**config.mk**
```make
export PLATFORM = sky130hd
export DESIGN_NAME = tfn_sqrt_cell
export DESIGN_NICKNAME = d
export VERILOG_FILES = /design/src/design/assert_macros.svh /design/src/design/tfn_pkg.sv /design/src/design/tfn_sqrt_cell.sv
export SDC_FILE = /design/constraint.sdc
export NUM_CORES = 1
export LEC_CHECK = 0
export ABC_AREA = 1
export ABC_CLOCK_PERIOD_IN_PS = 11500
export BUFFER_PORTS_ARGS = -buffer_cell sky130_fd_sc_hd__buf_2
export CAP_MARGIN = 20
export CORE_MARGIN = 2
export CORE_UTILIZATION = 35
export DETAILED_ROUTE_END_ITERATION = 16
export PLACE_DENSITY = 0.64
export SLEW_MARGIN = 20
export SYNTH_ARGS = -nofsm -noshare
export SYNTH_HDL_FRONTEND = slang
export SYNTH_SLANG_ARGS = --single-unit
export TNS_END_PERCENT = 10
```
**constraint.sdc**
```tcl
create_clock -name i_clk -period 11.5 [get_ports i_clk]
set_input_delay 1.15 -clock i_clk [delete_from_list [all_inputs] [get_ports i_clk]]
set_output_delay 1.15 -clock i_clk [all_outputs]
set_load 0.005 [all_outputs]
```
**src/design/assert_macros.svh**
```systemverilog
// ----------------------------------------------------------------------------
// Assertion macros
// Shared concurrent assertion wrappers; empty when SYNTHESIS is set.
// ----------------------------------------------------------------------------
`ifndef ASSERT_MACROS_SVH
`define ASSERT_MACROS_SVH
`ifndef SYNTHESIS
`define TFN_ASSERT(lbl, clk, rst_n, prop) \
    lbl: assert property (@(posedge clk) disable iff (!rst_n) prop) \
        else $error("assertion failed");
`define TFN_ASSERT_NEVER(lbl, clk, rst_n, expr) \
    lbl: assert property (@(posedge clk) disable iff (!rst_n) !(expr)) \
        else $error("forbidden condition seen");
`else
`define TFN_ASSERT(lbl, clk, rst_n, prop)
`define TFN_ASSERT_NEVER(lbl, clk, rst_n, expr)
`endif
`endif

```
**src/design/tfn_pkg.sv**
```systemverilog
// ----------------------------------------------------------------------------
// tfn_pkg
// Widths, constants and word types of the triangle face normal unit.
// ----------------------------------------------------------------------------
package tfn_pkg;

    localparam int COORD_BITS       = 16;
    localparam int NORMAL_FRAC_BITS = 14;
    localparam int NORM_W           = 16;
    localparam int IDX_W            = 32;

    localparam int EDGE_W  = COORD_BITS + 1;
    localparam int PROD_W  = 2 * EDGE_W;
    localparam int CROSS_W = PROD_W + 1;
    localparam int MAG_W   = CROSS_W;
    localparam int BL_W    = $clog2(MAG_W + 1);
    localparam int R_BITS  = 30;
    localparam int SQ_W    = 2 * R_BITS;
    localparam int RT_W    = 64;
    localparam int SQ_STEPS = RT_W / 2;
    localparam int LEN_W   = R_BITS + 1;
    localparam int QB      = NORMAL_FRAC_BITS + 2;
    localparam int NUM_W   = R_BITS + NORMAL_FRAC_BITS + 1;
    localparam int REM0_W  = NUM_W - QB;

    localparam logic [QB-1:0] SAT_MAX = QB'((1 << (NORM_W - 1)) - 1);

    typedef struct packed {
        logic [2:0][IDX_W-1:0] idx;
        logic [2:0]            neg;
        logic                  degen;
    } t_side;

    typedef struct packed {
        logic [RT_W-1:0]         s;
        logic [RT_W-1:0]         root;
        logic [2:0][R_BITS-1:0]  r;
        t_side                   side;
    } t_sq;

    typedef struct packed {
        logic [LEN_W-1:0]        den;
        logic [2:0][LEN_W-1:0]   rem;
        logic [2:0][QB-1:0]      low;
        logic [2:0][QB-1:0]      quot;
        t_side                   side;
    } t_dv;

endpackage

```
**src/design/tfn_sqrt_cell.sv**
```systemverilog
// ----------------------------------------------------------------------------
// tfn_sqrt_cell
// One digit step of the integer square root; passes the word to the next cell.
// ----------------------------------------------------------------------------
module tfn_sqrt_cell import tfn_pkg::*; (
    input  logic            i_clk,
    input  logic            i_rst_n,
    input  logic            i_en,
    input  logic [RT_W-1:0] i_bit,
    input  logic            i_valid,
    input  t_sq             i_d,
    output logic            o_valid,
    output t_sq             o_d
);

    logic     r_valid;
    t_sq      r_d;
    t_sq      n_d;
    logic [RT_W-1:0] trial;

    always_comb begin
        n_d   = i_d;
        trial = i_d.root + i_bit;
        if (i_d.s >= trial) begin
            n_d.s    = i_d.s - trial;
            n_d.root = (i_d.root >> 1) + i_bit;
        end else begin
            n_d.root = i_d.root >> 1;
        end
    end

    always_ff @(posedge i_clk) begin
        if (!i_rst_n) begin
            r_valid <= 1'b0;
        end else if (i_en) begin
            r_valid <= i_valid;
        end
        if (i_en) begin
            r_d <= n_d;
        end
    end

    assign o_valid = r_valid;
    assign o_d     = r_d;

endmodule

```
# After elaboration in Yosys (flattened, before gate mapping)
# Index checks and enable logic that the tools add are counted.
op_classes:
  n_mul: 0
  shift: 0
  add_sub_neg: 3
  order_cmp: 1
  n_eq_ne: 0
  div: 0
  bitwise: 0
  muxes: 2
  reduce_logical: 0
ops:
  columns: ["cell", "n"]
  rows:
  - ["$add 63x64->64", 1]
  - ["$add 64x64->64", 1]
  - ["$ge 64x64->1", 1]
  - ["$mux 64", 1]
  - ["$sub 64x64->64", 1]
  - ["$mux 63", 1]
word_totals:
  rom_bits: 0
  latch_bits: 0
  mem_bits_rw: 0
  wordCells: 18
  memories: 0
  ff_bits: 319

# Longest topological paths before layout
# Gate-level depths: netlist (run 1).
depth:
  ltp_word: 3
  depth_mapped: 31
  mapped_depth_nobuf: 30

# Worst setup path after synthesis (run 1)
# OpenSTA, ideal clock, no wires.
synth_path:
  kind: "input-to-reg"
  start: "in i_bit[0]"
  end: "reg r_d, in the netlist o_d[247] (data pin)"
  stages: 28
  arrival_ns: 4.334
  required_ns: 11.247
  n_path_buf: 2
  setup_ns: 0.253
  path_slack_ns: 6.913
  path_cell_list: "ha_1 inv_1 fa_1 inv_1 nand3_1 nand2_1 nand2_1 nand2_1 nand2_1 nand2_1 nand3b_1 nand3_1 nand2_1 nand3b_1 nand2_1 ha_1 nand2_2 inv_1 nand2_1 nand2_1 a21oi_1 nand2_1 a21oi_4 nand3_2 buf_8 buf_8 nand3_1 nand2_1"
synth_lines:
  columns: ["item", "line_no", "rtl"]
  rows:
  - ["start, declared", "tfn_sqrt_cell.sv:9", "input logic [RT_W-1:0] i_bit,"]
  - ["end signal, assigned", "tfn_sqrt_cell.sv:39", "r_d <= n_d;"]
  - ["end, declared", "tfn_sqrt_cell.sv:17", "t_sq r_d;"]

==> reports/qor.csv, run 1 <==
metric,value,unit
synth_compound_area_frac,0.0661,
nets,5611,
crit_path_start_kind,input port,
power.share.switching,0.416,
synthMuxAreaShare,0,
pwr-share-comb,0.424,
row_count,104,
min_to,o_valid,
arrival,7.59,ns
vias,30500,
r2r_start,o_valid,
ys_types,44,
required,11.74,ns
grt_max_degree,103,
drc_errors,0,
drive_gt1_frac,0.162,
ys_seq_elements,319,
clk_pin_slew,0.06,ns
setup_viol,0,
worst_slew_pin_slew,1.13,ns
synth_fp_nets,4893,
maxCapViolations,0,
final_common_cell,nand2_1,
finalSetupTns,0,ns
period_needed,7.35,ns
r2r_end,o_valid,
p_int,2.81,mW
die_h,288,um
vdd_drop_max,0.0904,mV
ys_warn_count,0,
postSynth.asyncResetShare,0,
avgSynthCellArea,6.56,sq um
power,4.81,mW
worstHoldPathCells,2,
dr.pass1.iters,6,
wirelength,136000,um
wl_per_cell,22.2,um
antenna_left,0,
syn_to_final_growth,20.8,%
via_per_inst,4.98,
synth-xor-area-share,0.0300,
yosysSeqAreaShare,0.338,
cts_buffers,40,
dp.cells,6049,
rsz0062_at_grt,no,
final_area,34200,sq um
postCtsSetupBuffers,0,
h-tree-depth,2,
crit_fanout,102,
p_switching,2.00,mW
reg2regPathDepth,2,
clockBufferDepth,3,
pin_count,705,
fin_crit_sh,0.639,
synth_top_family_by_area,simple AND/OR/NAND/NOR gates,
crit_type,input port to register,
maxClockFrequency,0.136,GHz
die-area,83100,sq um
synth_flop_cell,edfxtp_1,
drv_slew,0,
hpwl,117000,um
grtUsageTotal,0.315,
start_util,0.352,
synthAdderAreaFrac,0.0862,
core_region_area,80300,sq um
grt_pass1_wl,189000,um
synth_cells,4314,
powerDensity,141,nW/um^2
cts.repair.resized,0,
sequentialPowerShare,0.324,
final_cell_mix,"nand2_1 (1654), inv_1 (901), buf_2 (703)",
place_congestion,1.06,
cts_sinks,319,
overflow,0,
grt_pass1_vias,29500,
p_clk_frac,0.252,
cp-end-kind,register,
clock-root-buffer,clkbuf_16,
port_buffers,704,
netlist_area,28300,sq um
fin_worst_skew,0,ns
die_w,288,um
antenna_found_initial,13,
relSlewSlack,0.249,
synth_edf_count,318,
cts_tree,yes,
drt-initial-drc-count,2306,
power_leakage,18.6,nW
hold_viol,0,
hp-class,register to register,
r2r_slack,10.84,ns
layoutNonFillerInstCount,6132,
place_area,32900,sq um
nFillCells,8646,
min-delay-start,o_valid,
status,"complete, no violations",
clock_latency,0.56,ns
hold_buffers,0,
yosys.area_share.simple,0.349,
-- through the flow --
stage	hold slack, ns	setup slack (ns)	util
6_report	0.573	4.15	0.426
5_1_grt	0.587	3.85	0.425
4_1_cts	0.560	4.32	0.425
3_5_place_dp	0.538	3.76	0.410
3_3_place_gp	0.527	3.77	0.410
2_1_floorplan	0.525	6.91	-
-- kinds of logic (layout without fill, tap and decap cells) --
kind of cell    count (synthesis)  in the layout
compound gates                341            341
xor+xnor                       97             97
fa+ha+maj                     193            193
buf+inv                       940           1687
flops                         319            319
other cells                     0             11
simple gates                 2424           2424
-- Yosys cell counts (all sizes together), types with 2 or more instances --
cell,n,area [sq um]
buf,24,258
nand3,209,1070
o21ai,151,861
nand3b,23,173
a21o,2,15.0
nor2,386,1460
edfxtp,318,9550
a21oi,172,872
xnor2,32,280
o21a,6,45.0
nand2,1657,6230
ha,190,2380
inv,904,3390
nor3,38,206
o21bai,9,67.6
nor4,10,75.1
and2,7,43.8
fa,3,60.1
xor2,65,569
clkbuf,12,45.0
and3,4,30.0
nand4,87,544
-- critical path, stage by stage --
cell	delay (ns)
buf_2	0.10
ha_1	0.32
inv_1	0.09
fa_1	0.41
inv_1	0.12
nand3_1	0.07
nand2_1	0.15
nand2_1	0.09
nand2_1	0.15
nand2_1	0.07
nand2_1	0.14
nand3b_1	0.11
nand3_1	0.24
nand2_1	0.24
nand3_1	0.15
nand2_1	0.11
ha_1	0.39
nand2_1	0.14
inv_2	0.08
nand2_1	0.12
nor3_2	0.23
and3_4	0.27
nand3_4	0.48
nand3_4	0.79
buf_4	0.96
o21ai_0	0.28
-- registers in the layout, summed over array words and instances, names as in the netlist --
register  flops
o_d         318
o_valid       1
-- routing by layer --
metal | global-route usage | share of wire | wire length, um | vias to the layer above
met5 | 0 | 0.00043 | 58 | -
met4 | 0.170 | 0.060 | 8210 | 8
met3 | 0.0415 | 0.064 | 8670 | 266
met2 | 0.579 | 0.50 | 68200 | 1256
met1 | 0.353 | 0.37 | 50700 | 14100
li1 | - | - | - | 14900
-- worst max path at each step --
stage	slack, ns	end	startpoint
floorplan	6.91	o_d[247]	i_bit[0]
global placement	3.77	o_d[203]	i_bit[0]
detailed placement	3.76	o_d[202]	i_bit[0]
CTS	4.32	o_d[202]	i_bit[0]
global route	3.85	o_d[202]	i_bit[0]
finish	4.15	o_d[202]	i_bit[0]
-- power groups by stage --
stage                     clock (mW)  combinational (mW)  sequential (mW)
after floorplan                    0                1.19             1.57
after global routing            1.28                2.23             1.57
final                           1.21                2.04             1.56
after CTS                       1.24                2.02             1.56
after global placement             0                2.01             1.58
after detailed placement           0                2.01             1.58
-- final cells by class --
cell class / instances / area, sq um / area share
Clock inverter: 21 / 168 / 0.00491
Inverter: 904 / 3390 / 0.0993
Tap cell: 1060 / 1330 / 0.0388
Timing Repair Buffer: 712 / 3610 / 0.106
Sequential cell: 319 / 9570 / 0.280
Antenna cell: 11 / 27.5 / 0.000806
Clock buffer: 50 / 1050 / 0.0307
Multi-Input combinational cell: 3055 / 15000 / 0.440
Power figures use the tool's default switching activity.
==> run 2, diff against run 1 <==
Settings changed: ABC_CLOCK_PERIOD_IN_PS 11500 to 6660, PLACE_DENSITY 0.64 to 0.67.
Clock period 11.5 ns to 6.66 ns, I/O delays scaled along.
==> reports/qor.csv, run 2 (synthesized netlist as in run 1, its figures left out) <==
metric,value,unit,change
status,"complete, no violations",,unchanged
grt_max_degree,161,,was 103
hp-class,input port to register,,was register to register
row_count,104,,unchanged
overflow,0,,unchanged
crit_type,input port to register,,unchanged
cts.repair.resized,0,,unchanged
grt_pass1_wl,192000,um,was 189000 um
gr-max-usage-layer,met2,,unchanged
hold_viol,0,,unchanged
setup_slack,1.37,ns,was 4.15 ns
die-area,83100,sq um,unchanged
cts_tree,yes,,unchanged
relSlewSlack,0.281,,was 0.249
wl_per_cell,22.4,um,was 22.2 um
drc_errors,0,,unchanged
drt-initial-drc-count,2709,,was 2306
finalSetupTns,0,ns,unchanged
period_needed,5.29,ns,
nets,5616,,was 5611
place_congestion,1.03,,was 1.06
final_cell_mix,"nand2_1 (1654), inv_1 (901), buf_2 (703)",,unchanged
antenna_left,0,,unchanged
met1_usage,0.359,,was 0.353
postCtsSetupBuffers,0,,unchanged
powerDensity,247,nW/um^2,was 141 nW/um^2
cts_buffers,42,,was 40
use_met2,0.578,,was 0.579
crit_path_start_kind,input port,,unchanged
worst_hold_slack,0.241,ns,was 0.573 ns
arrival,5.62,ns,was 7.59 ns
maxClockFrequency,0.189,GHz,
clockBufferDepth,3,,unchanged
grtUsageMet3,0.0445,,was 0.0415
critPathLaunch,i_bit[0],,unchanged
cp-end-kind,register,,unchanged
crit_fanout,56,,was 102
h-tree-depth,2,,unchanged
start_util,0.352,,unchanged
largest_reg_flops,318,,unchanged
die_h,288,um,unchanged
setup_viol,0,,unchanged
drive_gt1_frac,0.163,,was 0.162
r2r_start,o_valid,,unchanged
wirelength,138000,um,was 136000 um
clock-root-buffer,clkbuf_16,,unchanged
r2r_end,o_valid,,unchanged
drv_slew,0,,unchanged
nFillCells,8741,,was 8646
antenna_found_initial,9,,was 13
port_buffers,704,,unchanged
worst_slew_pin_slew,1.08,ns,was 1.13 ns
fin_crit_sh,0.794,,
power,8.48,mW,was 4.81 mW
clk_pin_slew,0.06,ns,about the same
grtUsageTotal,0.320,,was 0.315
required,6.99,ns,was 11.74 ns
reg2regPathDepth,2,,unchanged
cts_sinks,319,,unchanged
final_common_cell,nand2_1,,unchanged
pre_cts_slack,0.848,ns,was 3.76 ns
rsz0062_at_grt,no,,unchanged
final_core_util,0.427,,was 0.426
r2r_slack,5.99,ns,was 10.84 ns
clock_latency,0.57,ns,was 0.56 ns
vias,30800,,was 30500
endpoint,o_d[214],,was o_d[202]
pin_count,705,,unchanged
hold_buffers,0,,unchanged
die_w,288,um,unchanged
via_per_inst,5.02,,was 4.98
power_leakage,18.7,nW,was 18.6 nW
core_region_area,80300,sq um,unchanged
fin_worst_skew,0,ns,unchanged
hpwl,117000,um,about the same
grt_pass1_vias,29900,,was 29500
maxCapViolations,0,,unchanged
dr.pass1.iters,6,,unchanged
syn_to_final_growth,21.3,%,was 20.8%
vdd_drop_max,0.156,mV,was 0.0904 mV
==> run 2: changes by cell type in the layout (fill, tap and decap cells not counted), moves of 2 or more <==
cell        delta
diode_2        -6
buf_12         +4
clkinvlp_4     -3
inv_6          -2
clkbuf_16      +3
clkinv_2       +2
==> run 2: per-stage QoR <==
step | cell area, sq um | std cells
global placement | 33000 | 6053
finish | 34300 | 6132
detailed placement | 33000 | 6053
floorplan | 28300 | 4314
CTS | 34300 | 6127
global route | 34300 | 6130
==> run 2: worst min path at each step <==
stage          slack, ns       to  depth (start not counted)    start
3_5_place_dp        0.55  o_valid                          2  o_valid
3_3_place_gp        0.53  o_valid                          2  o_valid
5_1_grt             0.22  o_d[12]                          1  i_d[12]
2_1_floorplan       0.52  o_valid                          2  o_valid
4_1_cts             0.21  o_d[12]                          1  i_d[12]
6_report            0.24  o_d[12]                          1  i_d[12]
==> run 2: critical path, cell delays in order <==
cell and delay [ns]:
buf_2 0.09, ha_1 0.30, inv_1 0.09, fa_1 0.40
inv_1 0.14, nand3_1 0.08, nand2_1 0.14, nand2_1 0.07
nand2_1 0.14, nand2_1 0.07, nand2_1 0.17, nand3b_1 0.10
nand3_1 0.18, nand2_1 0.25, nand3_1 0.16, nand2_1 0.13
ha_1 0.39, nand2_1 0.14, inv_2 0.08, nand2_1 0.11
nor3_2 0.28, and3_4 0.29, nand3_4 0.08, nand3_4 0.51
buf_12 0.36, o21ai_1 0.11
==> run 2: area by class of cell <==
type	instances	area (sq um)	share of cell area
Antenna cell	5	12.5	0.000365
Multi-Input combinational cell	3055	15000	0.438
Inverter	904	3390	0.0989
Tap cell	1060	1330	0.0387
Clock buffer	52	1110	0.0324
Timing Repair Buffer	715	3670	0.107
Sequential cell	319	9570	0.279
Clock inverter	22	199	0.00580
==> run 2: power by group <==
group	total (mW)	switching, mW	internal (mW)
registers	2.73	0.159	2.57
logic	3.49	2.37	1.13
clock network	2.25	0.984	1.27
==> run 2: layer usage <==
| metal | wire, um | vias up |
|---|---|---|
| met5 | 49 | - |
| met4 | 9200 | 8 |
| met3 | 9510 | 320 |
| met2 | 67900 | 1306 |
| met1 | 51000 | 14200 |
| li1 | - | 14900 |
==> run 3, diff against run 2 <==
Settings changed: ABC_CLOCK_PERIOD_IN_PS 6660 to 5100, PLACE_DENSITY 0.67 to 0.64.
Clock period 6.66 ns to 5.1 ns, I/O delays scaled along.
==> reports/qor.csv, run 3 (synthesized netlist as in run 1, its figures left out) <==
metric,value,unit,change
status,"complete, no violations",,unchanged
routed.top_layer,met5,,unchanged
reg2regPathDepth,2,,unchanged
endpoint,o_d[202],,was o_d[214]
dr.pass1.iters,6,,unchanged
hpwl,115000,um,was 117000 um
grt_pass1_wl,186000,um,was 192000 um
core_region_area,80300,sq um,unchanged
via_per_inst,4.92,,was 5.02
crit_path_start_kind,input port,,unchanged
syn_to_final_growth,23.2,%,was 21.3%
powerDensity,324,nW/um^2,was 247 nW/um^2
vdd_drop_max,0.201,mV,was 0.156 mV
critPathLaunch,i_bit[18],,was i_bit[0]
cp_common_cell,nand2_1,,unchanged
drive_gt1_frac,0.172,,was 0.163
cts_sinks,319,,unchanged
start_util,0.352,,unchanged
wl_met3,7780,um,was 9510 um
setup_viol,0,,unchanged
place_congestion,0.999,,was 1.03
r2r_start,o_valid,,unchanged
maxClockFrequency,0.225,GHz,
period_needed,4.45,ns,
final_common_cell,nand2_1,,unchanged
h-tree-depth,2,,unchanged
clock_latency,0.55,ns,was 0.57 ns
cp-end-kind,register,,unchanged
grtUsageTotal,0.310,,was 0.320
nets,5665,,was 5616
cts_buffers,40,,was 42
r2r_slack,4.43,ns,was 5.99 ns
grt_pass1_vias,29400,,was 29900
grt_max_degree,125,,was 161
crit_path_top_delay_cell,xnor2_1,,was nand3_4
vias,30400,,was 30800
hp-class,input port to register,,unchanged
crit_type,input port to register,,unchanged
crit_fanout,31,,was 56
drt-met1-wl,50700,um,was 51000 um
clockBufferDepth,3,,unchanged
antenna_left,0,,unchanged
rsz0062_at_grt,no,,unchanged
drt-initial-drc-count,2447,,was 2709
arrival,4.77,ns,was 5.62 ns
pin_count,705,,unchanged
postCtsSetupBuffers,0,,unchanged
clock-root-buffer,clkbuf_16,,unchanged
crit_chain,buf_2 > ha_1 > a21oi_1 > o21ai_0 > a21oi_1 > nand3_1 > xnor2_1 > ha_1 > nand2_1 > nor2_1 > nand2_1 > nor3_4 > nand2_1 > nand2_2 > nand2_4 > nand3_4 > buf_12 > buf_12 > o21ai_0,,
die-area,83100,sq um,unchanged
worst_slew_pin_slew,0.761,ns,was 1.08 ns
fin_worst_skew,0,ns,unchanged
worst_hold_slack,0.0936,ns,was 0.241 ns
maxCapViolations,0,,unchanged
die_h,288,um,unchanged
cpPeakStageDelay,0.54,ns,was 0.51 ns
finalSetupTns,0,ns,unchanged
relSlewSlack,0.493,,was 0.281
wl_per_cell,21.6,um,was 22.4 um
cp_top_family,simple AND/OR/NAND/NOR gates,,unchanged
path_buf_inv,3,,was 5
port_buffers,704,,unchanged
antenna_found_initial,13,,was 9
worstHoldPathCells,1,,unchanged
die_w,288,um,unchanged
nFillCells,8644,,was 8741
cts_tree,yes,,unchanged
hold_viol,0,,unchanged
r2r_end,o_valid,,unchanged
row_count,104,,unchanged
largest_reg_flops,318,,unchanged
clk_pin_slew,0.06,ns,about the same
overflow,0,,unchanged
final_cell_mix,"nand2_1 (1654), inv_1 (901), buf_2 (703)",,unchanged
cts.repair.resized,0,,unchanged
power_leakage,19.0,nW,was 18.7 nW
hold_buffers,0,,unchanged
wirelength,134000,um,was 138000 um
critical_path_depth,19,,was 26
fin_crit_sh,0.873,,
drv_slew,0,,unchanged
dr_wl_met2,66200,um,was 67900 um
required,5.41,ns,was 6.99 ns
drc_errors,0,,unchanged
-- run 3: changes by cell type in the layout (fill, tap and decap cells not counted), sizes merged --
cell    before  now
clkbuf      52   48
buf        715  766
inv        905  908
bufinv       2    7
clkinv      17   11
-- run 3: cell type report --
| class | count | area (sq um) | share of cell area |
|---|---|---|---|
| multi-input cells | 3055 | 15000 | 0.431 |
| flip-flops and latches | 319 | 9570 | 0.275 |
| repair buffers | 766 | 4140 | 0.119 |
| inverters | 904 | 3390 | 0.0974 |
| well taps | 1060 | 1330 | 0.0381 |
| clock buffers | 48 | 1030 | 0.0296 |
| clock inverters | 24 | 345 | 0.00991 |
| diodes | 5 | 12.5 | 0.000359 |
-- run 3: layer usage --
layer | vias up | global-route usage
met2 | 1121 | 0.564
met4 | 6 | 0.178
met5 | - | 0
li1 | 15000 | -
met3 | 299 | 0.0381
met1 | 14000 | 0.348
-- run 3: worst min path at each step --
stage | from | endpoint | slack, ns
after detailed placement | o_valid | o_valid | 0.54
after floorplan | o_valid | o_valid | 0.52
after CTS | i_d[181] | o_d[181] | 0.06
after global placement | o_valid | o_valid | 0.53
final | i_d[181] | o_d[181] | 0.09
after global routing | i_d[181] | o_d[181] | 0.07
-- run 3: through the flow --
| step | worst slack, ns | instance area [sq um] | utilization | power, mW | std cells |
|---|---|---|---|---|---|
| 2_1_floorplan | 1.15 | 28300 | - | 6.23 | 4314 |
| 3_3_place_gp | 0.182 | 33400 | 0.417 | 8.21 | 6104 |
| 3_5_place_dp | 0.189 | 33400 | 0.417 | 8.22 | 6104 |
| 4_1_cts | 0.782 | 34800 | 0.434 | 11.3 | 6176 |
| 5_1_grt | 0.377 | 34800 | 0.434 | 11.9 | 6178 |
| 6_report | 0.649 | 34800 | 0.434 | 11.3 | 6181 |
-- run 3: report_power, final --
part	switching (mW)	internal, mW
Clock	1.23	1.82
Sequential	0.185	3.36
Combinational	3.09	1.59
