--- config.mk ---
export PLATFORM = sky130hd
export DESIGN_NAME = tfn_div_cell
export DESIGN_NICKNAME = d
export VERILOG_FILES = /design/src/design/assert_macros.svh /design/src/design/tfn_pkg.sv /design/src/design/tfn_div_cell.sv
export SDC_FILE = /design/constraint.sdc
export NUM_CORES = 1
export LEC_CHECK = 0
export ABC_AREA = 1
export BUFFER_PORTS_ARGS = -buffer_cell sky130_fd_sc_hd__buf_2
export CELL_PAD_IN_SITES_DETAIL_PLACEMENT = 0
export CELL_PAD_IN_SITES_GLOBAL_PLACEMENT = 1
export CORE_AREA = 2 2 253 255
export DETAILED_ROUTE_END_ITERATION = 7
export DIE_AREA = 0 0 255 257
export MAX_ROUTING_LAYER = met4
export PLACE_DENSITY = 0.65
export SYNTH_ARGS = -nofsm -noshare
export SYNTH_HDL_FRONTEND = slang
export SYNTH_SLANG_ARGS = --single-unit
--- constraint.sdc ---
create_clock -name i_clk -period 2.93 [get_ports i_clk]
set_input_delay 0 -clock i_clk [delete_from_list [all_inputs] [get_ports i_clk]]
set_output_delay 0 -clock i_clk [all_outputs]
set_load 0.01 [all_outputs]
--- src/design/assert_macros.svh ---
// ----------------------------------------------------------------------------
// Assertion macros
// Shared concurrent assertion wrappers; empty when SYNTHESIS is set.
// ----------------------------------------------------------------------------
`ifndef ASSERT_MACROS_SVH
`define ASSERT_MACROS_SVH
`ifndef SYNTHESIS
`define TFN_ASSERT(lbl, clk, rst_n, prop) \
    lbl: assert property (@(posedge clk) disable iff (!rst_n) prop) \
        else $error("assertion failed");
`define TFN_ASSERT_NEVER(lbl, clk, rst_n, expr) \
    lbl: assert property (@(posedge clk) disable iff (!rst_n) !(expr)) \
        else $error("forbidden condition seen");
`else
`define TFN_ASSERT(lbl, clk, rst_n, prop)
`define TFN_ASSERT_NEVER(lbl, clk, rst_n, expr)
`endif
`endif

--- src/design/tfn_pkg.sv ---
// ----------------------------------------------------------------------------
// tfn_pkg
// Widths, constants and word types of the triangle face normal unit.
// ----------------------------------------------------------------------------
package tfn_pkg;

    localparam int COORD_BITS       = 16;
    localparam int NORMAL_FRAC_BITS = 14;
    localparam int NORM_W           = 16;
    localparam int IDX_W            = 32;

    localparam int EDGE_W  = COORD_BITS + 1;
    localparam int PROD_W  = 2 * EDGE_W;
    localparam int CROSS_W = PROD_W + 1;
    localparam int MAG_W   = CROSS_W;
    localparam int BL_W    = $clog2(MAG_W + 1);
    localparam int R_BITS  = 30;
    localparam int SQ_W    = 2 * R_BITS;
    localparam int RT_W    = 64;
    localparam int SQ_STEPS = RT_W / 2;
    localparam int LEN_W   = R_BITS + 1;
    localparam int QB      = NORMAL_FRAC_BITS + 2;
    localparam int NUM_W   = R_BITS + NORMAL_FRAC_BITS + 1;
    localparam int REM0_W  = NUM_W - QB;

    localparam logic [QB-1:0] SAT_MAX = QB'((1 << (NORM_W - 1)) - 1);

    typedef struct packed {
        logic [2:0][IDX_W-1:0] idx;
        logic [2:0]            neg;
        logic                  degen;
    } t_side;

    typedef struct packed {
        logic [RT_W-1:0]         s;
        logic [RT_W-1:0]         root;
        logic [2:0][R_BITS-1:0]  r;
        t_side                   side;
    } t_sq;

    typedef struct packed {
        logic [LEN_W-1:0]        den;
        logic [2:0][LEN_W-1:0]   rem;
        logic [2:0][QB-1:0]      low;
        logic [2:0][QB-1:0]      quot;
        t_side                   side;
    } t_dv;

endpackage

--- src/design/tfn_div_cell.sv ---
// ----------------------------------------------------------------------------
// tfn_div_cell
// One restoring-division step for all three normal components.
// ----------------------------------------------------------------------------
module tfn_div_cell import tfn_pkg::*; (
    input  logic i_clk,
    input  logic i_rst_n,
    input  logic i_en,
    input  logic i_valid,
    input  t_dv  i_d,
    output logic o_valid,
    output t_dv  o_d
);

    logic r_valid;
    t_dv  r_d;
    t_dv  n_d;
    logic [LEN_W:0] trial [3];

    always_comb begin
        n_d = i_d;
        for (int i = 0; i < 3; i++) begin
            trial[i]    = {i_d.rem[i], i_d.low[i][QB-1]};
            n_d.low[i]  = {i_d.low[i][QB-2:0], 1'b0};
            if (trial[i] >= {1'b0, i_d.den}) begin
                n_d.rem[i]  = LEN_W'(trial[i] - {1'b0, i_d.den});
                n_d.quot[i] = {i_d.quot[i][QB-2:0], 1'b1};
            end else begin
                n_d.rem[i]  = trial[i][LEN_W-1:0];
                n_d.quot[i] = {i_d.quot[i][QB-2:0], 1'b0};
            end
        end
    end

    always_ff @(posedge i_clk) begin
        if (!i_rst_n) begin
            r_valid <= 1'b0;
        end else if (i_en) begin
            r_valid <= i_valid;
        end
        if (i_en) begin
            r_d <= n_d;
        end
    end

    assign o_valid = r_valid;
    assign o_d     = r_d;

endmodule

Word level (Yosys, flattened, before mapping)

Index checks and enable logic that the tools add are counted.

Add/sub/neg operators: 3
Magnitude comparators: 3
Muxes and demuxes: 6

Operators by type and width:

| operator                       | count |
|---|---|
| >= comparator 32 x 31 -> 1 bit | 3 |
| two-way mux 31 bit             | 3 |
| subtractor 31 bit              | 3 |
| two-way mux 1 bit              | 3 |

Flip-flop bits (word level): 318
Bits of input ports: 324
Logic and storage cells: 28

Longest topological paths before layout

Gate-level depths: netlist (run 1).

Word-level depth: 2
Gate-level depth with buffers: 17
Gate-level depth less buffers: 15

Worst setup path before layout (run 1)

No wires, ideal clock.

Path type: input to register
Start: in i_d[179] in the netlist's numbering
End: reg r_d (netlist bit o_d[233]), data pin
Arrival time: 1.626 ns
Setup slack: 1.052 ns
Cell stages on the path: 17
Cells stage by stage: inv_1 -> ha_1 -> fa_1 -> inv_1 -> nand2_1 -> nand2_1 -> nand3_1 -> nand2_1 -> nand2_1 -> nand3_1 -> nand2_1 -> nand2_4 -> inv_2 -> buf_6 -> buf_6 -> nand2_1 -> nand2_1

RTL lines:

| what                 | line               | source |
|---|---|---|
| from (decl)          | tfn_div_cell.sv:10 | `input t_dv i_d,` |
| to (signal assigned) | tfn_div_cell.sv:42 | `r_d <= n_d;` |
| to (decl)            | tfn_div_cell.sv:16 | `t_dv r_d;` |

==> run_results.csv, run 1 <==
group,metric,value,unit
status,run_status,"finished clean",
floorplanning,fp.dieW,255,um
power,total_power,14120,uW
synthesis,synth_simple_gate_area_share,27.12,%
clocking,cts_resized,0,
timing,fin_skew,0,ps
routing,dr.pass1.iters,7,
global_routing,grt_pass1_wl,121.3,mm
setup_path,cp.required,3250,ps
routing,wl,85.88,mm
synthesis,synthAdderAreaFrac,6.760,%
timing,rsz0062_at_grt,"no",
setup_path,startpoint_type,"input port",
job,max-cap-violations,0,
timing,period_share,82.24,%
floorplanning,core,0.06274,mm^2
synthesis,synth_top_family_by_area,"simple AND/OR/NAND/NOR gates",
timing,slew_viol_final,0,
setup_path,slowest_stage,"dlygate4sd3_1",
global_routing,grt_max_degree,78,
clocking,cts_tree,"yes",
place,place_congestion,1.007,
synthesis,syn_inst,2160,
clocking,root_buffer,"clkbuf_16",
floorplanning,initial_core_util,28.85,%
synthesis,avgSynthCellArea,8.380,um^2
global_routing,grt_util_all_layers,26.36,%
timing,worst-slew-pin-transition,498.5,ps
setup_path,path_cells,"dlygate4sd3_1, buf_2, inv_1, ha_1, nand2_2, inv_1, nand2_1, nand2_1, a21oi_1, nand3_1, nand2_2, nand2_4, buf_4, nand2_1, nand2_1",
setup_path,end_kind,"flip-flop",
power,p_leak,0.01368,uW
setup_path,crit_top_cell,"nand2_1",
routing,drc,0,
synthesis,synthXorXnorAreaFrac,1.984,%
synthesis,synthMuxAreaShare,0,%
routing,drtIter0Drc,1134,
clocking,cts_sinks,318,
routing,vias,17950,
clocking,clockBufferDepth,3,
synthesis,ys_types,31,
timing,setup_viol,0,
place,numPortBuffers,638,
timing,hold_viol,0,
synthesis,yosysWarnings,0,
floorplanning,ios,645,
clocking,cts_buffers,38,
finish,fillers,6316,
synthesis,synth_compound_area_share,2.122,%
clocking,clock_latency,560,ps
setup_path,cpPeakStageDelay,570,ps
clocking,clk_pin_slew,50,ps
timing,period_needed,2410,ps
clocking,h-tree-depth,2,
timing,max_slew_margin,66.73,%
routing,routedWlPerCell,21.28,um
power,ir_drop,0.3647,mV
finish,multi_input_comb_area,0.006888,mm^2
place,place.detailed.hpwl,69.97,mm
setup_path,worstPathMaxFanout,18,
timing,fin_setup_tns,0,ps
global_routing,antenna_found_initial,12,
routing,ant_nets,0,
power,power.density,525.8,mW/mm^2
setup_path,critical_path_class,"in2reg",
finish,ff_latch_area,0.009539,mm^2
setup_path,arrival,2730,ps
finish,area_growth,48.37,%
global_routing,overflow,0,
timing,fmax,415.0,MHz
synthesis,synth-seq-cells,318,
min_path,worstHoldPathType,"in2reg",
routing,vias_per_cell,4.448,
finish,nNetsFinal,3572,
synthesis,synthesis.area,0.01810,mm^2
floorplanning,fp-row-count,92,
floorplanning,dieArea,0.06554,mm^2
floorplanning,fp.dieH,257,um
synthesis,ys_seq_area_share,52.70,%
finish,drive_above_1_share,23.39,%
global_routing,grt_pass1_vias,18140,
where the power goes:
| group | internal, uW | leakage (uW) | total [uW] | switching (uW) |
|---|---|---|---|---|
| Combinational | 1340 | 0.00996 | 3520 | 2180 |
| Sequential | 5570 | 0.00311 | 5710 | 148 |
| Clock | 2820 | 0.000607 | 4880 | 2070 |
worst max-delay path, delay by kind of cell:
family,cells,cell delay (ps)
buffers and inverters,5,1350
AOI/OAI and AO/OA,1,180
and+or+nand+nor,8,810
adders and majority gates,1,370
what timing repair did:
| action | in CTS | in global routing |
|---|---|---|
| hold buffers | 316 | 0 |
| setup endpoints to repair | 0 | 0 |
| hold endpoints to repair | 355 | 0 |
| setup buffers | 0 | 0 |
stage by stage:
stage | hold WS (ps) | setup slack, ps | area, um^2 | utilization [%] | instances
floorplan | 93.46 | 1052 | 18110 | - | 2162
global placement | 176.2 | 525.7 | 22420 | 35.74 | 3642
detailed placement | 178.1 | 515.8 | 22420 | 35.74 | 3642
CTS | 59.08 | 534.9 | 26830 | 42.77 | 4027
global route | 83.24 | 286.5 | 26850 | 42.81 | 4035
finish | 77.14 | 520.4 | 26860 | 42.81 | 4036
Yosys cell counts (all sizes together):
| master | count | share of area (%) |
|---|---|---|
| nor2 | 131 | 3.0 |
| conb | 1 | 0.021 |
| ha | 93 | 6.4 |
| inv | 408 | 8.5 |
| xor2 | 41 | 2.0 |
| nand4 | 19 | 0.66 |
| o21ai | 10 | 0.28 |
| a21oi | 51 | 1.5 |
| and3 | 3 | 0.10 |
| nor3 | 11 | 0.33 |
| nand2 | 886 | 19 |
| fa | 3 | 0.33 |
| buf | 21 | 0.83 |
| dfxtp | 1 | 0.11 |
| edfxtp | 317 | 53 |
| nand3b | 6 | 0.25 |
| nand3 | 134 | 3.7 |
| or2 | 9 | 0.31 |
| and2 | 6 | 0.21 |
| o21bai | 9 | 0.37 |
routing by layer:
layer | share of wire [%] | track usage [%] | wire length, um | up-vias
met5 | 0 | - | 0 | -
li1 | - | - | - | 8806
met2 | 50 | 46.85 | 42980 | 585
met3 | 5.2 | 3.530 | 4464 | 113
met4 | 2.8 | 6.595 | 2437 | 0
met1 | 42 | 31.21 | 36000 | 8448
worst paths after layout:
check        depth (start not counted)                    to            startpoint  slack, ps
max reg2reg                          3  o_valid$_SDFFE_PN0P_  o_valid$_SDFFE_PN0P_       1680
min reg2reg                          3  o_valid$_SDFFE_PN0P_  o_valid$_SDFFE_PN0P_       1150
max                                 15    o_d[210]$_DFFE_PP_              i_d[303]        520
min                                  4    o_d[197]$_DFFE_PP_              i_d[196]         80
layout make-up:
class	instances	share of cell area [%]
Timing Repair Buffer	971	24.46
Inverter	408	5.702
Clock inverter	22	0.9038
Clock buffer	47	3.746
Multi-Input combinational cell	1415	25.65
Tap cell	846	3.941
Sequential cell	318	35.52
Antenna cell	9	0.08386
cell usage in the layout (no fill, tap or decap), types with 5 or more instances in the layout:
cell type      count
ha_1              93
nand3b_1           6
o21ai_0            9
clkbuf_1           8
buf_12             6
nor2_4             6
nor2_1           122
nand4_1           19
nand3_1          134
nand2_1          879
inv_1            400
xor2_1            41
buf_2            637
a21oi_1           48
edfxtp_1         317
o21bai_1           9
diode_2            9
buf_4             11
dlygate4sd3_1    316
clkinv_2           5
clkinv_1           6
or2_2              6
inv_2              8
and2_1             6
clkbuf_16         39
nor3_1            10
state kept, by name (all words and copies together), names as in the netlist:
register / count
o_valid: 1
o_d: 317
cells by family after synthesis:
group                    after synthesis
AND/OR/NAND/NOR                     1205
buffers and inverters                429
flip-flops                           318
adder cells (fa/ha/maj)               96
AO/OA/AOI/OAI                         70
XOR/XNOR                              41
other                                  1
(Power assumes the default switching activity.)
==> run 2, diff against run 1 <==
--- a/config.mk
+++ b/config.mk
@@ -9,9 +9,9 @@
 export BUFFER_PORTS_ARGS = -buffer_cell sky130_fd_sc_hd__buf_2
 export CELL_PAD_IN_SITES_DETAIL_PLACEMENT = 0
 export CELL_PAD_IN_SITES_GLOBAL_PLACEMENT = 1
-export CORE_AREA = 2 2 253 255
+export CORE_AREA = 2 2 252 254
 export DETAILED_ROUTE_END_ITERATION = 7
-export DIE_AREA = 0 0 255 257
+export DIE_AREA = 0 0 254 256
 export MAX_ROUTING_LAYER = met4
 export PLACE_DENSITY = 0.65
 export SYNTH_ARGS = -nofsm -noshare
==> constraint.sdc (replaced) <==
create_clock -name i_clk -period 2.37 [get_ports i_clk]
set_input_delay 0 -clock i_clk [delete_from_list [all_inputs] [get_ports i_clk]]
set_output_delay 0 -clock i_clk [all_outputs]
set_load 0.01 [all_outputs]
==> run_results.csv, run 2 (synthesized netlist as in run 1, its figures left out) <==
group,metric,value,unit
floorplanning,fp.dieW,254,um
timing,period_needed,2227,ps
finish,drive_above_1_share,26.20,%
global_routing,grt_max_degree,65,
place,dp_cells,3741,
routing,wl,88.01,mm
clocking,cts_buffers,40,
timing,hold_viol,0,
power,ir_drop,0.4772,mV
setup_path,critical_path_class,"in2reg",
clocking,cts_tree,"yes",
routing,drc,0,
floorplanning,fp-row-count,92,
timing,setup_ws,143.4,ps
finish,layout_common_cells,"879 x nand2_1, 637 x buf_2, 399 x inv_1",
timing,period_share,93.95,%
finish,largest_reg_flops,317,
setup_path,arrival,2540,ps
job,max-cap-violations,0,
place,numPortBuffers,638,
power,p_leak,0.01429,uW
setup_path,slowest_stage,"dlygate4sd3_1",
clocking,clock_latency,560,ps
global_routing,overflow,0,
clocking,root_buffer,"clkbuf_16",
timing,worst-slew-pin-transition,647.2,ps
finish,final_common_cell,"nand2_1",
global_routing,grt_util_all_layers,27.33,%
floorplanning,dieArea,0.06502,mm^2
clocking,h-tree-depth,2,
min_path,worstHoldPathType,"in2reg",
timing,setup_viol,0,
timing,fin_skew,0,ps
clocking,clockBufferDepth,3,
timing,fmax,449.1,MHz
setup_path,crit_top_cell,"nand2_1",
setup_path,end_kind,"flip-flop",
setup_path,cp_num_buf_inv,6,
timing,slew_viol_final,0,
place,place.detailed.hpwl,71.37,mm
setup_path,worstPathMaxFanout,29,
finish,multi_input_comb_area,0.006945,mm^2
routing,vias,18270,
place,place_ws,78.87,ps
routing,ant_nets,0,
routing,vias_per_cell,4.407,
clocking,clk_pin_slew,60,ps
timing,fin_setup_tns,0,ps
status,run_status,"finished clean",
power,total_power,18370,uW
power,power.density,655.7,mW/mm^2
finish,final_cells,4145,
floorplanning,core,0.06239,mm^2
routing,routedWlPerCell,21.23,um
global_routing,grt_pass1_wl,124.9,mm
place,place_congestion,0.9788,
finish,fillers,6227,
routing,drtIter0Drc,957,
floorplanning,fp.dieH,256,um
setup_path,startpoint_type,"input port",
setup_path,critical_path.top_delay_family,"buffers and inverters",
timing,max_slew_margin,56.85,%
finish,area_growth,54.80,%
timing,rsz0062_at_grt,"yes",
setup_path,path_cells,"dlygate4sd3_1, buf_2, inv_1, ha_4, nand2_1, buf_4, nor2_1, nand3_1, nand2_1, nand2_1, nand3_1, nand2_1, nand2_4, inv_2, buf_12, nand2_1, nand2_1",
clocking,cts_sinks,318,
global_routing,grt_pass1_vias,18700,
finish,ff_latch_area,0.009539,mm^2
global_routing,antenna_found_initial,15,
floorplanning,ios,645,
finish,nNetsFinal,3675,
routing,dr.pass1.iters,8,
setup_path,cpPeakStageDelay,530,ps
setup_path,cp.required,2680,ps
floorplanning,initial_core_util,29.01,%
run 2: changes by cell type in the layout (fill, tap and decap cells not counted), sizes merged:
cell / delta
clkinvlp: +3
bufinv: +4
diode: +4
clkbuf: -3
dlygate4sd3: +1
buf: +100
run 2: what timing repair did:
item                                   CTS  global route
setup endpoints to repair                0            68
hold buffers                           317             0
setup buffers                            0             1
resized for setup                        0             8
endpoints found under the hold margin  366             0
run 2: worst paths after layout:
kind | cells after the start | slack (ps) | start | end
min reg2reg | 3 | 1160 | o_valid$_SDFFE_PN0P_ | o_valid$_SDFFE_PN0P_
max reg2reg | 3 | 1130 | o_valid$_SDFFE_PN0P_ | o_valid$_SDFFE_PN0P_
min | 2 | 150 | i_d[137] | o_d[138]$_DFFE_PP_
max | 17 | 140 | i_d[294] | o_d[280]$_DFFE_PP_
run 2: layout make-up:
cell class	count	share of cell area (%)
tap	846	3.778
antenna	13	0.1161
clock buffer	44	3.626
timing repair buffer	1072	26.80
inverter	408	5.479
sequential	318	34.04
multi-input combinational	1415	24.79
clock inverter	29	1.375
run 2: stage by stage:
stage	utilization [%]	hold slack, ps	instance area [um^2]
6_report	44.91	151.2	28020
5_1_grt	44.91	143.1	28020
4_1_cts	44.72	123.6	27900
3_5_place_dp	37.39	178.2	23330
3_3_place_gp	37.39	177.0	23330
2_1_floorplan	-	93.46	18110
run 2: worst reg2reg max path: stages, from the launching register on:
cell	delay (ps)
dfxtp_1	330
o21ai_0	200
a21oi_1	60
dlygate4sd3_1	550
run 2: routing by layer:
layer / global-route usage (%) / part of all wire, % / up-vias
li1: - / - / 9024
met1: 32.08 / 41 / 8474
met2: 46.72 / 49 / 636
met3: 4.404 / 5.4 / 131
met4: 10.41 / 4.3 / 0
met5: - / 0 / -
run 2: power breakdown:
part	internal, uW	switching (uW)	leakage [uW]
registers	6880	198	0.00311
logic	1870	2750	0.0105
clock network	4010	2670	0.000678
total	12800	5620	0.0143
==> run 3, diff against run 2 <==
--- a/config.mk
+++ b/config.mk
@@ -9,9 +9,9 @@
 export BUFFER_PORTS_ARGS = -buffer_cell sky130_fd_sc_hd__buf_2
 export CELL_PAD_IN_SITES_DETAIL_PLACEMENT = 0
 export CELL_PAD_IN_SITES_GLOBAL_PLACEMENT = 1
-export CORE_AREA = 2 2 252 254
+export CORE_AREA = 2 2 253 255
 export DETAILED_ROUTE_END_ITERATION = 7
-export DIE_AREA = 0 0 254 256
+export DIE_AREA = 0 0 255 257
 export MAX_ROUTING_LAYER = met4
 export PLACE_DENSITY = 0.65
 export SYNTH_ARGS = -nofsm -noshare
==> constraint.sdc (replaced) <==
create_clock -name i_clk -period 2.76 [get_ports i_clk]
set_input_delay 0 -clock i_clk [delete_from_list [all_inputs] [get_ports i_clk]]
set_output_delay 0 -clock i_clk [all_outputs]
set_load 0.01 [all_outputs]
==> run_results.csv, run 3 (synthesized netlist as in run 1, its figures left out) <==
group,metric,value,unit
floorplanning,initial_core_util,28.85,%
timing,setup_viol,0,
power,total_power,15310,uW
timing,fmax,415.0,MHz
place,numPortBuffers,638,
routing,ant_nets,0,
routing,wl,86.78,mm
global_routing,grt_pass1_wl,121.6,mm
routing,vias,18070,
power,intPower,10600,uW
global_routing,grt_util_all_layers,26.58,%
finish,post-route-util,43.18,%
setup_path,slowest_stage,"dlygate4sd3_1",
setup_path,cp_num_buf_inv,6,
routing,vias_per_cell,4.459,
setup_path,cpPeakStageDelay,530,ps
setup_path,r2r_slack,1540,ps
finish,layout_common_cells,"879 x nand2_1, 637 x buf_2, 400 x inv_1",
power,net-switching-power,4710,uW
setup_path,r2r-end,"o_valid$_SDFFE_PN0P_",
power,pwr-share-clk,35.6,%
finish,largest_reg_flops,317,
place,place.detailed.hpwl,70.58,mm
floorplanning,ios,645,
power,power.density,565.2,mW/mm^2
setup_path,cp.required,3070,ps
global_routing,overflow,0,
timing,rsz0062_at_grt,"no",
setup_path,r2r_start,"o_valid$_SDFFE_PN0P_",
finish,drive_above_1_share,23.87,%
finish,fillers,6278,
timing,whs,83.60,ps
timing,fin_skew,0,ps
clocking,cts_buffers,40,
timing,period_share,87.31,%
routing,drtIter0Drc,1132,
setup_path,crit_top_cell,"nand2_1",
power,p_leak,0.01379,uW
setup_path,arrival,2720,ps
setup_path,critical_path.top_delay_family,"buffers and inverters",
timing,max_slew_margin,65.57,%
setup_path,path_cells,"dlygate4sd3_1, buf_2, inv_1, ha_1, nand2_1, inv_1, nand2_1, nor3_1, nand2_1, nand3_1, nand2_1, nand2_4, inv_2, buf_12, nand2_1, nand2_1",
clocking,clk_pin_slew,60,ps
global_routing,grt_pass1_vias,18030,
timing,hold_viol,0,
routing,dr.pass1.iters,5,
finish,final_common_cell,"nand2_1",
power,seqPwrFrac,39.7,%
floorplanning,fp-row-count,92,
clocking,h-tree-depth,2,
min_path,worstHoldStart,"i_d[227]",
job,max-cap-violations,0,
status,run_status,"finished clean",
timing,slew_viol_final,0,
clocking,cts_sinks,318,
global_routing,antenna_found_initial,13,
power,swShare,30.76,%
min_path,holdPathStages,4,
routing,drc,0,
min_path,worstHoldPathType,"in2reg",
finish,final_cells,4053,
clocking,cts_tree,"yes",
finish,nNetsFinal,3585,
global_routing,grt_max_degree,69,
place,place_congestion,0.9987,
clocking,clockBufferDepth,3,
clocking,root_buffer,"clkbuf_16",
setup_path,r2r_cells,3,
finish,area_growth,49.66,%
floorplanning,fp.dieH,257,um
routing,routedWlPerCell,21.41,um
place,dp_cells,3653,
timing,period_needed,2410,ps
setup_path,end_kind,"flip-flop",
floorplanning,fp.dieW,255,um
power,p_comb_share,24.7,%
timing,fin_setup_tns,0,ps
floorplanning,dieArea,0.06554,mm^2
timing,worst-slew-pin-transition,515.8,ps
setup_path,startpoint_type,"input port",
min_path,hold_end,"o_d[228]$_DFFE_PP_",
setup_path,critical_path_class,"in2reg",
clocking,clock_latency,560,ps
power,ir_drop,0.3392,mV
clocking,cts_resized,0,
floorplanning,core,0.06274,mm^2
setup_path,worstPathMaxFanout,29,
## run 3: cell types whose count changed in the layout (fill, tap and decap cells not counted), sizes merged
cell,previous run,this run
clkinv,14,17
buf,755,666
inv,411,410
bufinv,8,6
diode,13,11
dlygate4sd3,317,316
## run 3: power groups by stage
stage                     clock network, uW  registers (uW)  logic (uW)
after floorplan                           0            6400        1460
after global placement                    0            6160        3410
after detailed placement                  0            6160        3410
after CTS                              5600            6070        3820
after global routing                   5770            6120        4150
final                                  5450            6070        3790
## run 3: per-layer routing
layer / part of all wire (%) / global-route usage (%) / vias to the layer above / wire [um]
li1: - / - / 8828 / -
met1: 42 / 31.78 / 8515 / 36290
met2: 50 / 46.60 / 636 / 43330
met3: 5.3 / 3.449 / 93 / 4559
met4: 3.0 / 7.489 / 0 / 2594
met5: 0 / - / - / 0
## run 3: area by class of cell
class	count	area [um^2]	area share, %
Sequential cell	318	9539	35.21
Multi-Input combinational cell	1415	6888	25.43
Timing Repair Buffer	982	6701	24.74
Inverter	408	1531	5.653
Tap cell	846	1059	3.907
Clock buffer	44	1016	3.750
Clock inverter	29	327.8	1.210
Antenna cell	11	27.53	0.1016
## run 3: worst max path at each step
| stage | startpoint | endpoint | cells after the start |
|---|---|---|---|
| floorplan | i_d[179] | o_d[233]$_DFFE_PP_ | 17 |
| detailed placement | i_d[295] | o_d[275]$_DFFE_PP_ | 15 |
| global route | i_d[307] | o_d[228]$_DFFE_PP_ | 17 |
| global placement | i_d[295] | o_d[275]$_DFFE_PP_ | 15 |
| CTS | i_d[293] | o_d[275]$_DFFE_PP_ | 16 |
| finish | i_d[295] | o_d[275]$_DFFE_PP_ | 16 |
## run 3: worst reg2reg max path, stage by stage, from the launching register on
cell and delay (ps):
dfxtp_1 310, o21ai_0 150, a21oi_1 70, dlygate4sd3_1 580
## run 3: per-stage QoR
step / cell area, um^2 / worst slack, ps
2_1_floorplan: 18110 / 881.8
3_3_place_gp: 22560 / 297.1
3_5_place_dp: 22560 / 297.2
4_1_cts: 27060 / 355.8
5_1_grt: 27090 / 190.3
6_report: 27090 / 350.4
## run 3: what timing repair did
action                                 CTS  global route
endpoints found under the hold margin  356             0
hold buffers                           316             0
buffers inserted                         0             0
